===== src/design/mwss_pkg.sv =====
// package for the masked word sequence scanner
// word and match payload types, command codes, register indexes and defaults
// no dependencies
package mwss_pkg;

    localparam int DEF_PATTERN_DEPTH = 16;

    localparam int CMD_W     = 2;
    localparam int INDEX_W   = 4;
    localparam int DATA_W    = 32;
    localparam int LEN_W     = 5;
    localparam int LIMIT_W   = 16;
    localparam int CFG_IDX_W = 1;
    localparam int CFG_W     = 16;

    localparam logic [CMD_W-1:0] CMD_LOAD  = 2'd0;
    localparam logic [CMD_W-1:0] CMD_BEGIN = 2'd1;
    localparam logic [CMD_W-1:0] CMD_DATA  = 2'd2;

    localparam logic [CFG_IDX_W-1:0] REG_PATTERN_LENGTH = 1'b0;
    localparam logic [CFG_IDX_W-1:0] REG_MAX_MATCHES    = 1'b1;

    localparam logic [LEN_W-1:0]   LEN_RESET   = 5'd1;
    localparam logic [LIMIT_W-1:0] LIMIT_RESET = 16'd16;

    typedef struct packed {
        logic [CMD_W-1:0]   cmd;
        logic [INDEX_W-1:0] entry_index;
        logic [DATA_W-1:0]  entry_mask;
        logic [DATA_W-1:0]  entry_value;
        logic [DATA_W-1:0]  data_word;
    } word_t;

    typedef struct packed {
        logic [DATA_W-1:0]  match_offset;
        logic [LIMIT_W-1:0] match_ordinal;
        logic               limit_reached;
    } match_t;

endpackage


===== src/design/masked_word_sequence_scanner_core.sv =====
// masked word sequence scanner, top level
// depends on mwss_pkg and mwss_ram
//
// usage:
//   words come in on word_valid / word_stall / word_data. cmd load writes one
//   pattern entry (mask and value), cmd begin clears position, progress,
//   match count and halt, cmd data scans one 32-bit word.
//   a completed sequence gives one word on match_valid / match_stall /
//   match_data: byte offset of the sequence start, the match ordinal and a
//   flag set on the match that reaches max_matches; after that, data words
//   are dropped until the next begin.
//   registers pattern_length and max_matches are set by cfg_we, cfg_index and
//   cfg_data; the user must do so only while the block is idle (unchecked).
// timing:
//   one word per cycle unless a stalled match holds the input register. a word
//   is held in the input register and its match in the result register. the
//   pattern table is a ram read at the next progress value, so the entry for
//   the next word is ready by the time that word is evaluated.
// reset and stall:
//   rst_n clears progress, position, count, halt and both valid flags, and
//   sets pattern_length to 1 and max_matches to 16; pattern entries are not
//   cleared. while match_stall holds a pending match, the input register
//   holds too and word_stall rises once it is full.
module masked_word_sequence_scanner_core
    import mwss_pkg::*;
#(
    parameter int PATTERN_DEPTH = DEF_PATTERN_DEPTH
) (
    input  logic                 clk,
    input  logic                 rst_n,
    input  logic                 word_valid,
    output logic                 word_stall,
    input  word_t                word_data,
    output logic                 match_valid,
    input  logic                 match_stall,
    output match_t               match_data,
    input  logic                 cfg_we,
    input  logic [CFG_IDX_W-1:0] cfg_index,
    input  logic [CFG_W-1:0]     cfg_data
);

    localparam int AW = (PATTERN_DEPTH > 1) ? $clog2(PATTERN_DEPTH) : 1;
    localparam int CW = (AW + 1 > LEN_W) ? AW + 1 : LEN_W;
    localparam int EW = 2 * DATA_W;

    // configuration
    logic [LEN_W-1:0]   len_cfg_reg;
    logic [LIMIT_W-1:0] limit_cfg_reg;

    // input register
    logic  s1_valid_reg;
    logic  s1_valid_next;
    word_t s1_reg;
    logic  s1_go;
    logic  accept;

    // scan state
    logic [AW-1:0]      progress_reg;
    logic [AW-1:0]      progress_next;
    logic [DATA_W-1:0]  pos_reg;
    logic [DATA_W-1:0]  pos_next;
    logic [LIMIT_W-1:0] found_reg;
    logic [LIMIT_W-1:0] found_next;
    logic               halted_reg;
    logic               halted_next;

    // result register
    logic   out_valid_reg;
    logic   out_valid_next;
    match_t out_reg;
    match_t out_next;
    logic   produce;

    // pattern table and write bypass
    logic          ram_we;
    logic [AW-1:0] ram_waddr;
    logic [EW-1:0] ram_wdata;
    logic [EW-1:0] ram_rdata;
    logic          byp_reg;
    logic [EW-1:0] byp_data_reg;
    logic [EW-1:0] entry;

    logic [CW-1:0]      len_ext;
    logic [CW-1:0]      eff_len;
    logic [CW-1:0]      prog_inc;
    logic [LIMIT_W-1:0] eff_limit;
    logic               hit;

    assign s1_go      = s1_valid_reg && (!out_valid_reg || !match_stall);
    assign word_stall = s1_valid_reg && !s1_go;
    assign accept     = word_valid && !word_stall;

    assign s1_valid_next = accept ? 1'b1 : (s1_go ? 1'b0 : s1_valid_reg);

    assign match_valid = out_valid_reg;
    assign match_data  = out_reg;

    // length clamped to 1..depth, limit of zero acts as one
    always_comb
    begin
        len_ext = CW'(len_cfg_reg);
        priority if (len_ext == '0)
        begin
            eff_len = CW'(1);
        end
        else if (len_ext > CW'(PATTERN_DEPTH))
        begin
            eff_len = CW'(PATTERN_DEPTH);
        end
        else
        begin
            eff_len = len_ext;
        end
        eff_limit = (limit_cfg_reg == '0) ? LIMIT_W'(1) : limit_cfg_reg;
    end

    assign entry    = byp_reg ? byp_data_reg : ram_rdata;
    assign hit      = (s1_reg.data_word & entry[EW-1:DATA_W]) == entry[DATA_W-1:0];
    assign prog_inc = CW'(progress_reg) + CW'(1);

    always_comb
    begin
        progress_next = progress_reg;
        pos_next      = pos_reg;
        found_next    = found_reg;
        halted_next   = halted_reg;
        produce       = 1'b0;
        ram_we        = 1'b0;
        ram_waddr     = AW'(s1_reg.entry_index);
        ram_wdata     = {s1_reg.entry_mask, s1_reg.entry_value};
        out_next      = out_reg;

        if (s1_go)
        begin
            unique case (s1_reg.cmd)
                CMD_LOAD:
                begin
                    ram_we = (32'(s1_reg.entry_index) < 32'(PATTERN_DEPTH));
                end
                CMD_BEGIN:
                begin
                    progress_next = '0;
                    pos_next      = '0;
                    found_next    = '0;
                    halted_next   = 1'b0;
                end
                CMD_DATA:
                begin
                    if (!halted_reg)
                    begin
                        pos_next = pos_reg + DATA_W'(4);
                        if (!hit)
                        begin
                            progress_next = '0;
                        end
                        else if (prog_inc < eff_len)
                        begin
                            progress_next = AW'(prog_inc);
                        end
                        else
                        begin
                            progress_next = '0;
                            found_next    = found_reg + LIMIT_W'(1);
                            halted_next   = (found_next >= eff_limit);
                            produce       = 1'b1;
                            out_next.match_offset  = pos_next - (DATA_W'(eff_len) << 2);
                            out_next.match_ordinal = found_next;
                            out_next.limit_reached = halted_next;
                        end
                    end
                end
                default:
                begin
                end
            endcase
        end
    end

    assign out_valid_next = produce ? 1'b1 : (match_stall ? out_valid_reg : 1'b0);

    mwss_ram #(
        .WIDTH (EW),
        .DEPTH (PATTERN_DEPTH)
    ) u_table (
        .clk   (clk),
        .we    (ram_we),
        .waddr (ram_waddr),
        .wdata (ram_wdata),
        .raddr (progress_next),
        .rdata (ram_rdata)
    );

    always_ff @(posedge clk or negedge rst_n)
    begin
        if (!rst_n)
        begin
            len_cfg_reg   <= LEN_RESET;
            limit_cfg_reg <= LIMIT_RESET;
        end
        else if (cfg_we)
        begin
            unique case (cfg_index)
                REG_PATTERN_LENGTH: len_cfg_reg   <= cfg_data[LEN_W-1:0];
                REG_MAX_MATCHES:    limit_cfg_reg <= cfg_data[LIMIT_W-1:0];
                default:            len_cfg_reg   <= len_cfg_reg;
            endcase
        end
    end

    always_ff @(posedge clk or negedge rst_n)
    begin
        if (!rst_n)
        begin
            s1_valid_reg  <= 1'b0;
            out_valid_reg <= 1'b0;
            progress_reg  <= '0;
            pos_reg       <= '0;
            found_reg     <= '0;
            halted_reg    <= 1'b0;
            byp_reg       <= 1'b0;
        end
        else
        begin
            s1_valid_reg  <= s1_valid_next;
            out_valid_reg <= out_valid_next;
            progress_reg  <= progress_next;
            pos_reg       <= pos_next;
            found_reg     <= found_next;
            halted_reg    <= halted_next;
            // ram reads old data on a same-address write, forward the new entry
            byp_reg       <= ram_we && (ram_waddr == progress_next);
        end
    end

    always_ff @(posedge clk)
    begin
        if (accept)
        begin
            s1_reg <= word_data;
        end
        out_reg      <= out_next;
        byp_data_reg <= ram_wdata;
    end

`ifndef SYNTHESIS
    a_hold_input: assert property (@(posedge clk) disable iff (!rst_n)
        s1_valid_reg && !s1_go |=> s1_valid_reg && $stable(s1_reg))
        else $error("input register lost a held word");

    a_limit_halts: assert property (@(posedge clk) disable iff (!rst_n)
        out_valid_reg && out_reg.limit_reached |-> halted_reg)
        else $error("limit match pending without halt");

    a_halt_freezes: assert property (@(posedge clk) disable iff (!rst_n)
        halted_reg && s1_go && s1_reg.cmd == CMD_DATA |=> $stable(pos_reg) && !$rose(out_valid_reg))
        else $error("halted scan advanced");

    a_ordinal_nonzero: assert property (@(posedge clk) disable iff (!rst_n)
        out_valid_reg |-> out_reg.match_ordinal != '0)
        else $error("match ordinal is zero");
`endif

endmodule


===== src/design/mwss_ram.sv =====
// generic single-port-write, single-port-read ram with registered read data
// read returns the old contents when the same address is written in that cycle
// no dependencies
module mwss_ram #(
    parameter int WIDTH = 64,
    parameter int DEPTH = 16,
    localparam int AW = (DEPTH > 1) ? $clog2(DEPTH) : 1
) (
    input  logic             clk,
    input  logic             we,
    input  logic [AW-1:0]    waddr,
    input  logic [WIDTH-1:0] wdata,
    input  logic [AW-1:0]    raddr,
    output logic [WIDTH-1:0] rdata
);

    logic [WIDTH-1:0] mem [DEPTH];

    always_ff @(posedge clk)
    begin
        if (we)
        begin
            mem[waddr] <= wdata;
        end
        rdata <= mem[raddr];
    end

endmodule


===== config.mk =====
export PLATFORM = sky130hd
export DESIGN_NAME = masked_word_sequence_scanner_core
export DESIGN_NICKNAME = d
export VERILOG_FILES = /design/src/design/mwss_pkg.sv /design/src/design/masked_word_sequence_scanner_core.sv /design/src/design/mwss_ram.sv
export SDC_FILE = /design/constraint.sdc
export NUM_CORES = 2
export LEC_CHECK = 0
export BUFFER_PORTS_ARGS = -buffer_cell sky130_fd_sc_hd__buf_2
export CORE_MARGIN = 4
export CORE_UTILIZATION = 45
export CTS_BUF_LIST = sky130_fd_sc_hd__clkbuf_16
export DETAILED_ROUTE_END_ITERATION = 10
export MAX_ROUTING_LAYER = met4
export PLACE_DENSITY = 0.67
export RECOVER_POWER = 50
export SYNTH_ARGS = -nofsm -noshare
export SYNTH_HDL_FRONTEND = slang
export SYNTH_SLANG_ARGS = --single-unit

===== constraint.sdc =====
create_clock -name clk -period 5.6 [get_ports clk]
set_clock_uncertainty 0.05 [all_clocks]
set_input_delay 0.28 -clock clk [delete_from_list [all_inputs] [get_ports clk]]
set_output_delay 0.28 -clock clk [all_outputs]
set_load 0.02 [all_outputs]

======== After elaboration in Yosys (flattened, before gate mapping) ========
Memories as Yosys holds them, arrays and structs flattened. A register that Yosys moved wholly into a read port is not among the register bits.
Cells that the tools add are included.
W data, S select, Z words.
word-level totals
  memories ................................ 1
  bits in writable memories ............... 1,024
  word-level logic and storage cells ...... 90
  bits in registers ....................... 292
cells by class
  eq/ne operators ......................... 8
  mux-type cells .......................... 32
  magnitude comparators ................... 3
  bitwise gates (word level) .............. 4
  add/subtract/negate cells ............... 4
  reduce and logical (&&, ||, !) cells .... 20
memory list
  memory       words  bits a word  rd ports  clocked after Yosys merged registers in  write ports  line            source
  u_table.mem  16     64           1         1                                        1            mwss_ram.sv:17  logic [WIDTH-1:0] mem [DEPTH];
operators by type and width
  cell                     number
  $mux W16                 4
  $mux W64                 1
  $pmux W32 S2             1
  $add A32 B3 Y32 const B  1
  $and A32 B32 Y32         1
  $eq A32 B32 Y1           1
  $mux W32                 1
  $pmux W16 S2             1
  $sub A32 B7 Y32          1
  $add A16 B1 Y16 const B  1
  $ge A16 B16 Y1           1
  $logic_not A16 Y1        1
  $mux W1                  16
  $mux W4                  4
  $mux W5                  2
  $reduce_and A5 Y1        2
  $pmux W4 S2              1
  $ne A2 B2 Y1 const B     3
  $reduce_and A2 Y1        3
  $add A4 B1 Y5 const B    1
  $gt A5 B5 Y1 const B     1
  $logic_not A5 Y1         1
  $lt A5 B5 Y1             1
  $eq A4 B4 Y1             1
  other kinds (11)         20

======== Logic depth before layout (Yosys ltp) ========
  word-level depth ........................ 11
  gate-level depth with buffers ........... 19
  depth with buffers taken out ............ 16

======== Modules after synthesis ========
From an unflattened synthesis, not the netlist that was laid out.
second synthesis, totals
  cell total of the unflattened synthesis .. 2,706
  area total of the unflattened synthesis .. 52,207.6 µm²
by module, submodules not included
  module                             cells each  instances  area an instance (µm²)
  mwss_ram                           1,647       1          39,581.7
  masked_word_sequence_scanner_core  1,059       1          12,625.9

======== Worst setup path after synthesis ========
No wires, ideal clock.
  path type ............................... flip-flop to flip-flop
  from .................................... reg out_valid_reg (netlist: match_valid)
  to ...................................... mem u_table.mem[0][0] (enable)
  period minus slack after synthesis ...... 6.052 ns
  setup time .............................. 0.565 ns
  data required time ...................... 4.985 ns
  slack ................................... -0.452 ns
  arrival time ............................ 5.437 ns
  path buffers ............................ 0
  cell stages (with the launch flop) ...... 5
  cell sequence ........................... dfrtp_1 nand2_1 nand3_1 or3_1 nor3_1
between the ends
  cells in the longest elaborated chain, start to end .. 6
ends and longest elaborated chain
  item                           line                                      source
  start: declaration             masked_word_sequence_scanner_core.sv:68   logic out_valid_reg;
  start signal: assignment       masked_word_sequence_scanner_core.sv:225  out_valid_reg <= out_valid_next;
  $logic_not A1 Y1               masked_word_sequence_scanner_core.sv:89   assign s1_go = s1_valid_reg && (!out_valid_reg || !match_stall);
  $logic_or A1 B1 Y1             masked_word_sequence_scanner_core.sv:89
  $logic_and A1 B1 Y1            masked_word_sequence_scanner_core.sv:89
  $mux W1                        masked_word_sequence_scanner_core.sv:133  if (s1_go)
  $mux W1                        mwss_ram.sv:21                            if (we)
  $mux W1 (implied by the code)  mwss_ram.sv:23                            mem[waddr] <= wdata;
  end: declaration               mwss_ram.sv:17
Every way passes these cells.

======== Worst setup path in the final report ========
  from .................................... reg progress_reg[0]
  to ...................................... reg u_table.rdata[58] (read register of u_table.mem)
between the ends
  cells in the longest elaborated chain, start to end .. 7
ends and longest elaborated chain
  item                      line                                      source
  start: declaration        masked_word_sequence_scanner_core.sv:58   logic [AW-1:0] progress_reg;
  start signal: assignment  masked_word_sequence_scanner_core.sv:226  progress_reg <= progress_next;
  $add A4 B1 Y5             masked_word_sequence_scanner_core.sv:119  assign prog_inc = CW'(progress_reg) + CW'(1);
  $lt A5 B5 Y1              masked_word_sequence_scanner_core.sv:156  else if (prog_inc < eff_len)
  $mux W4                   masked_word_sequence_scanner_core.sv:156
  $mux W4                   masked_word_sequence_scanner_core.sv:152  if (!hit)
  $mux W4                   masked_word_sequence_scanner_core.sv:149  if (!halted_reg)
  $pmux W4 S2               masked_word_sequence_scanner_core.sv:135  unique case (s1_reg.cmd)
  $mux W4 *                 masked_word_sequence_scanner_core.sv:133
  end: declaration          mwss_ram.sv:14                            output logic [WIDTH-1:0] rdata
Every way passes the cells marked *; elsewhere a longest branch is shown, timed or not.
A chain may end at the register's enable or synchronous reset.

==> results.json <==
{
  "yosysWarnings": 0,
  "fin_tns_setup_ns": 0,
  "core_area_mm2": 0.118,
  "ys_ff_latch": 1376,
  "peakVddDrop_mv": 0.289,
  "place.port_buffers": 172,
  "viasPerCell": 5.84,
  "fin_crit_ns": 5.04,
  "setup_viol": 0,
  "avgSynthCellArea_um2": 13.4,
  "die_area_mm2": 0.124,
  "fmax_mhz": 198,
  "gp_congestion": 0.934,
  "maxSlewViolCount": 56,
  "syn_inst": 4003,
  "setup_ws_ns": 0.557,
  "dr.pass1.iters": 5,
  "grt_pass1_vias": 33015,
  "cts_tree": "yes",
  "grt_pass1_wl_um": 219000,
  "drv_cap": 1,
  "multi_input_area_mm2": 0.0129,
  "wl_um": 149000,
  "seq_area_frac_synth": 0.741,
  "rsz0062_at_grt": "no",
  "ant_nets": 0,
  "power_density_mw_per_mm2": 334,
  "max-clock-path-buffers": 3,
  "grt.total_usage": 0.241,
  "crit_arrival_ns": 5.63,
  "cts_hold_buf": 126,
  "root_buffer": "clkbuf_16",
  "syn_area_mm2": 0.0535,
  "post_cts_resized": 0,
  "synth-main-ff-cell": "edfxtp_1",
  "seq_area_mm2": 0.0397,
  "antenna_found_initial": 1,
  "clk_pin_slew_worst_paths_ns": 0.06,
  "nets": 4447,
  "clock_sinks": 1376,
  "startpoint_type": "register",
  "die_w_um": 353,
  "end_kind": "register",
  "area_delta_synth_final_pct": 15.6,
  "htreeDepth": 4,
  "drt-initial-drc-count": 4363,
  "start_util": 0.453,
  "dp_cells": 5556,
  "synth.distinct_cells": 85,
  "synth_edf_count": 1173,
  "status": "complete, but fails checks",
  "cts_buffers": 144,
  "dp_hpwl_um": 81200,
  "drive_gt1_frac": 0.0998,
  "power_leakage_nw": 22.2,
  "finalCritPeriodShare": 0.901,
  "rows": 126,
  "cp.required_ns": 6.18,
  "grt_overflow": 0,
  "timing_hold_violations_final": 0,
  "crit_type": "register to register",
  "tightest_slew_ns": 3.33,
  "slew-limit-headroom": -1.22,
  "drc": 0,
  "die_h_um": 353,
  "top_register": "u_table.mem",
  "post-route-util": 0.524,
  "io_pins": 175,
  "min_path_type": "input port to register",
  "cp_max_fo": 38,
  "largest_reg_flops": 1024,
  "final_cells": 5947,
  "synth_async_sr_flop_share": 0.0545,
  "violations": "max-capacitance violations, max-slew violations",
  "vias": 34726,
  "n_fill_cell": 9593,
  "clk-insertion-delay-late_ns": 0.76,
  "cts_setup_buffers": 0,
  "wl_per_cell_um": 25.0,
  "pre_cts_slack_ns": 0.732,
  "grt_max_degree": 152
}
[area by class of cell]
type	instances	area share
clock inverter	117	0.0104
antenna	3	0.000121
inverter	34	0.00231
tap	1536	0.0311
timing repair buffer	378	0.0478
multi-input combinational	2358	0.208
sequential	1376	0.641
clock buffer	145	0.0587
[path summary, 6_finish.rpt]
check,startpoint,end,slack (ns),cells past startpoint
max reg2reg,progress_reg[0],u_table.rdata[58],0.56,16
max,progress_reg[0],u_table.rdata[58],0.56,16
min,cfg_we,len_cfg_reg[0],0.10,3
max in group asynchronous,rst_n,pos_reg[27],2.25,3
min reg2reg,limit_cfg_reg[0],limit_cfg_reg[0],0.47,1
min in group asynchronous,rst_n,found_reg[2],0.81,3
[layout by cell type, fill, tap and decap left out, types with 13 or more instances in the layout]
| master | Yosys | final |
|---|---|---|
| dlygate4sd3_1 | 0 | 126 |
| buf_4 | 8 | 54 |
| nand2_1 | 1088 | 1088 |
| a21o_1 | 18 | 18 |
| xor2_1 | 32 | 32 |
| a22o_1 | 14 | 14 |
| and3_1 | 79 | 78 |
| a211oi_1 | 69 | 69 |
| mux2_2 | 21 | 21 |
| a32oi_1 | 127 | 127 |
| clkbuf_1 | 131 | 63 |
| clkinv_2 | 0 | 20 |
| nand3_1 | 360 | 360 |
| edfxtp_1 | 1173 | 1173 |
| o31ai_1 | 17 | 17 |
| inv_1 | 32 | 71 |
| buf_2 | 86 | 108 |
| dfrtp_1 | 73 | 73 |
| nand4_1 | 13 | 13 |
| nor2_4 | 0 | 14 |
| dfxtp_1 | 128 | 128 |
| o21ai_0 | 57 | 57 |
| clkinv_1 | 0 | 40 |
| buf_12 | 0 | 25 |
| nor2_1 | 64 | 51 |
| clkbuf_16 | 0 | 145 |
| o311ai_1 | 63 | 63 |
| a21oi_1 | 84 | 84 |
| xnor2_1 | 40 | 40 |
| ha_1 | 30 | 30 |
[Yosys cell counts (all sizes together), types with 65 or more instances]
cell | count | area [µm²]
a21oi | 85 | 429
edfxtp | 1173 | 35200
a211oi | 70 | 531
nand3 | 360 | 1800
clkbuf | 133 | 502
dfxtp | 128 | 2560
buf | 103 | 524
nor2 | 65 | 246
and3 | 79 | 494
a32oi | 127 | 1110
dfrtp | 73 | 1830
nand2 | 1088 | 4080
[critical path: stages (launching register included)]
cell and delay (ns):
dfrtp_1 0.44, ha_1 0.24, nor2b_1 0.14, or2_2 0.30
ha_1 0.29, o21ai_0 0.17, nand2b_1 0.07, a21oi_1 0.18
nor2_1 0.11, nor3_1 0.59, nor4b_2 0.45, buf_4 0.71
buf_4 0.61, a211oi_1 0.13, a32oi_1 0.21, a32oi_1 0.08
o311ai_1 0.10
[per-layer routing]
layer | track usage | up-vias | share of wire
met5 | - | - | 0
met4 | 0.0845 | 0 | 0.035
met3 | 0.0502 | 297 | 0.099
met2 | 0.364 | 1828 | 0.46
met1 | 0.327 | 17150 | 0.41
li1 | - | 15451 | -
[logic make-up after synthesis]
logic type | count (synthesis) | synth area share
buffers and inverters | 270 | 0.0216
muxes | 25 | 0.00517
other | 1 | 0.0000701
xor gates and xnor gates | 72 | 0.0118
and+or+nand+nor | 1702 | 0.139
AOI/OAI and AO/OA | 526 | 0.0733
adders and majority gates | 31 | 0.00739
DFF | 1376 | 0.741
[where the power goes]
group	leakage [nW]	internal, mW	switching, mW	total (mW)
sequential	12.7	11.3	0.213	11.5
combinational	7.26	0.227	0.266	0.492
clock	2.24	4.76	3.91	8.67
[per-stage QoR]
stage	cell area (µm²)	hold WS (ns)	total power, mW
final	61800	0.103	20.7
after global routing	61800	0.0870	21.3
after global placement	56400	0.136	12.1
after floorplan	53500	-0.0656	11.8
after detailed placement	56400	0.138	12.1
after CTS	61900	0.0341	20.8
Power figures use the tool's default switching activity.
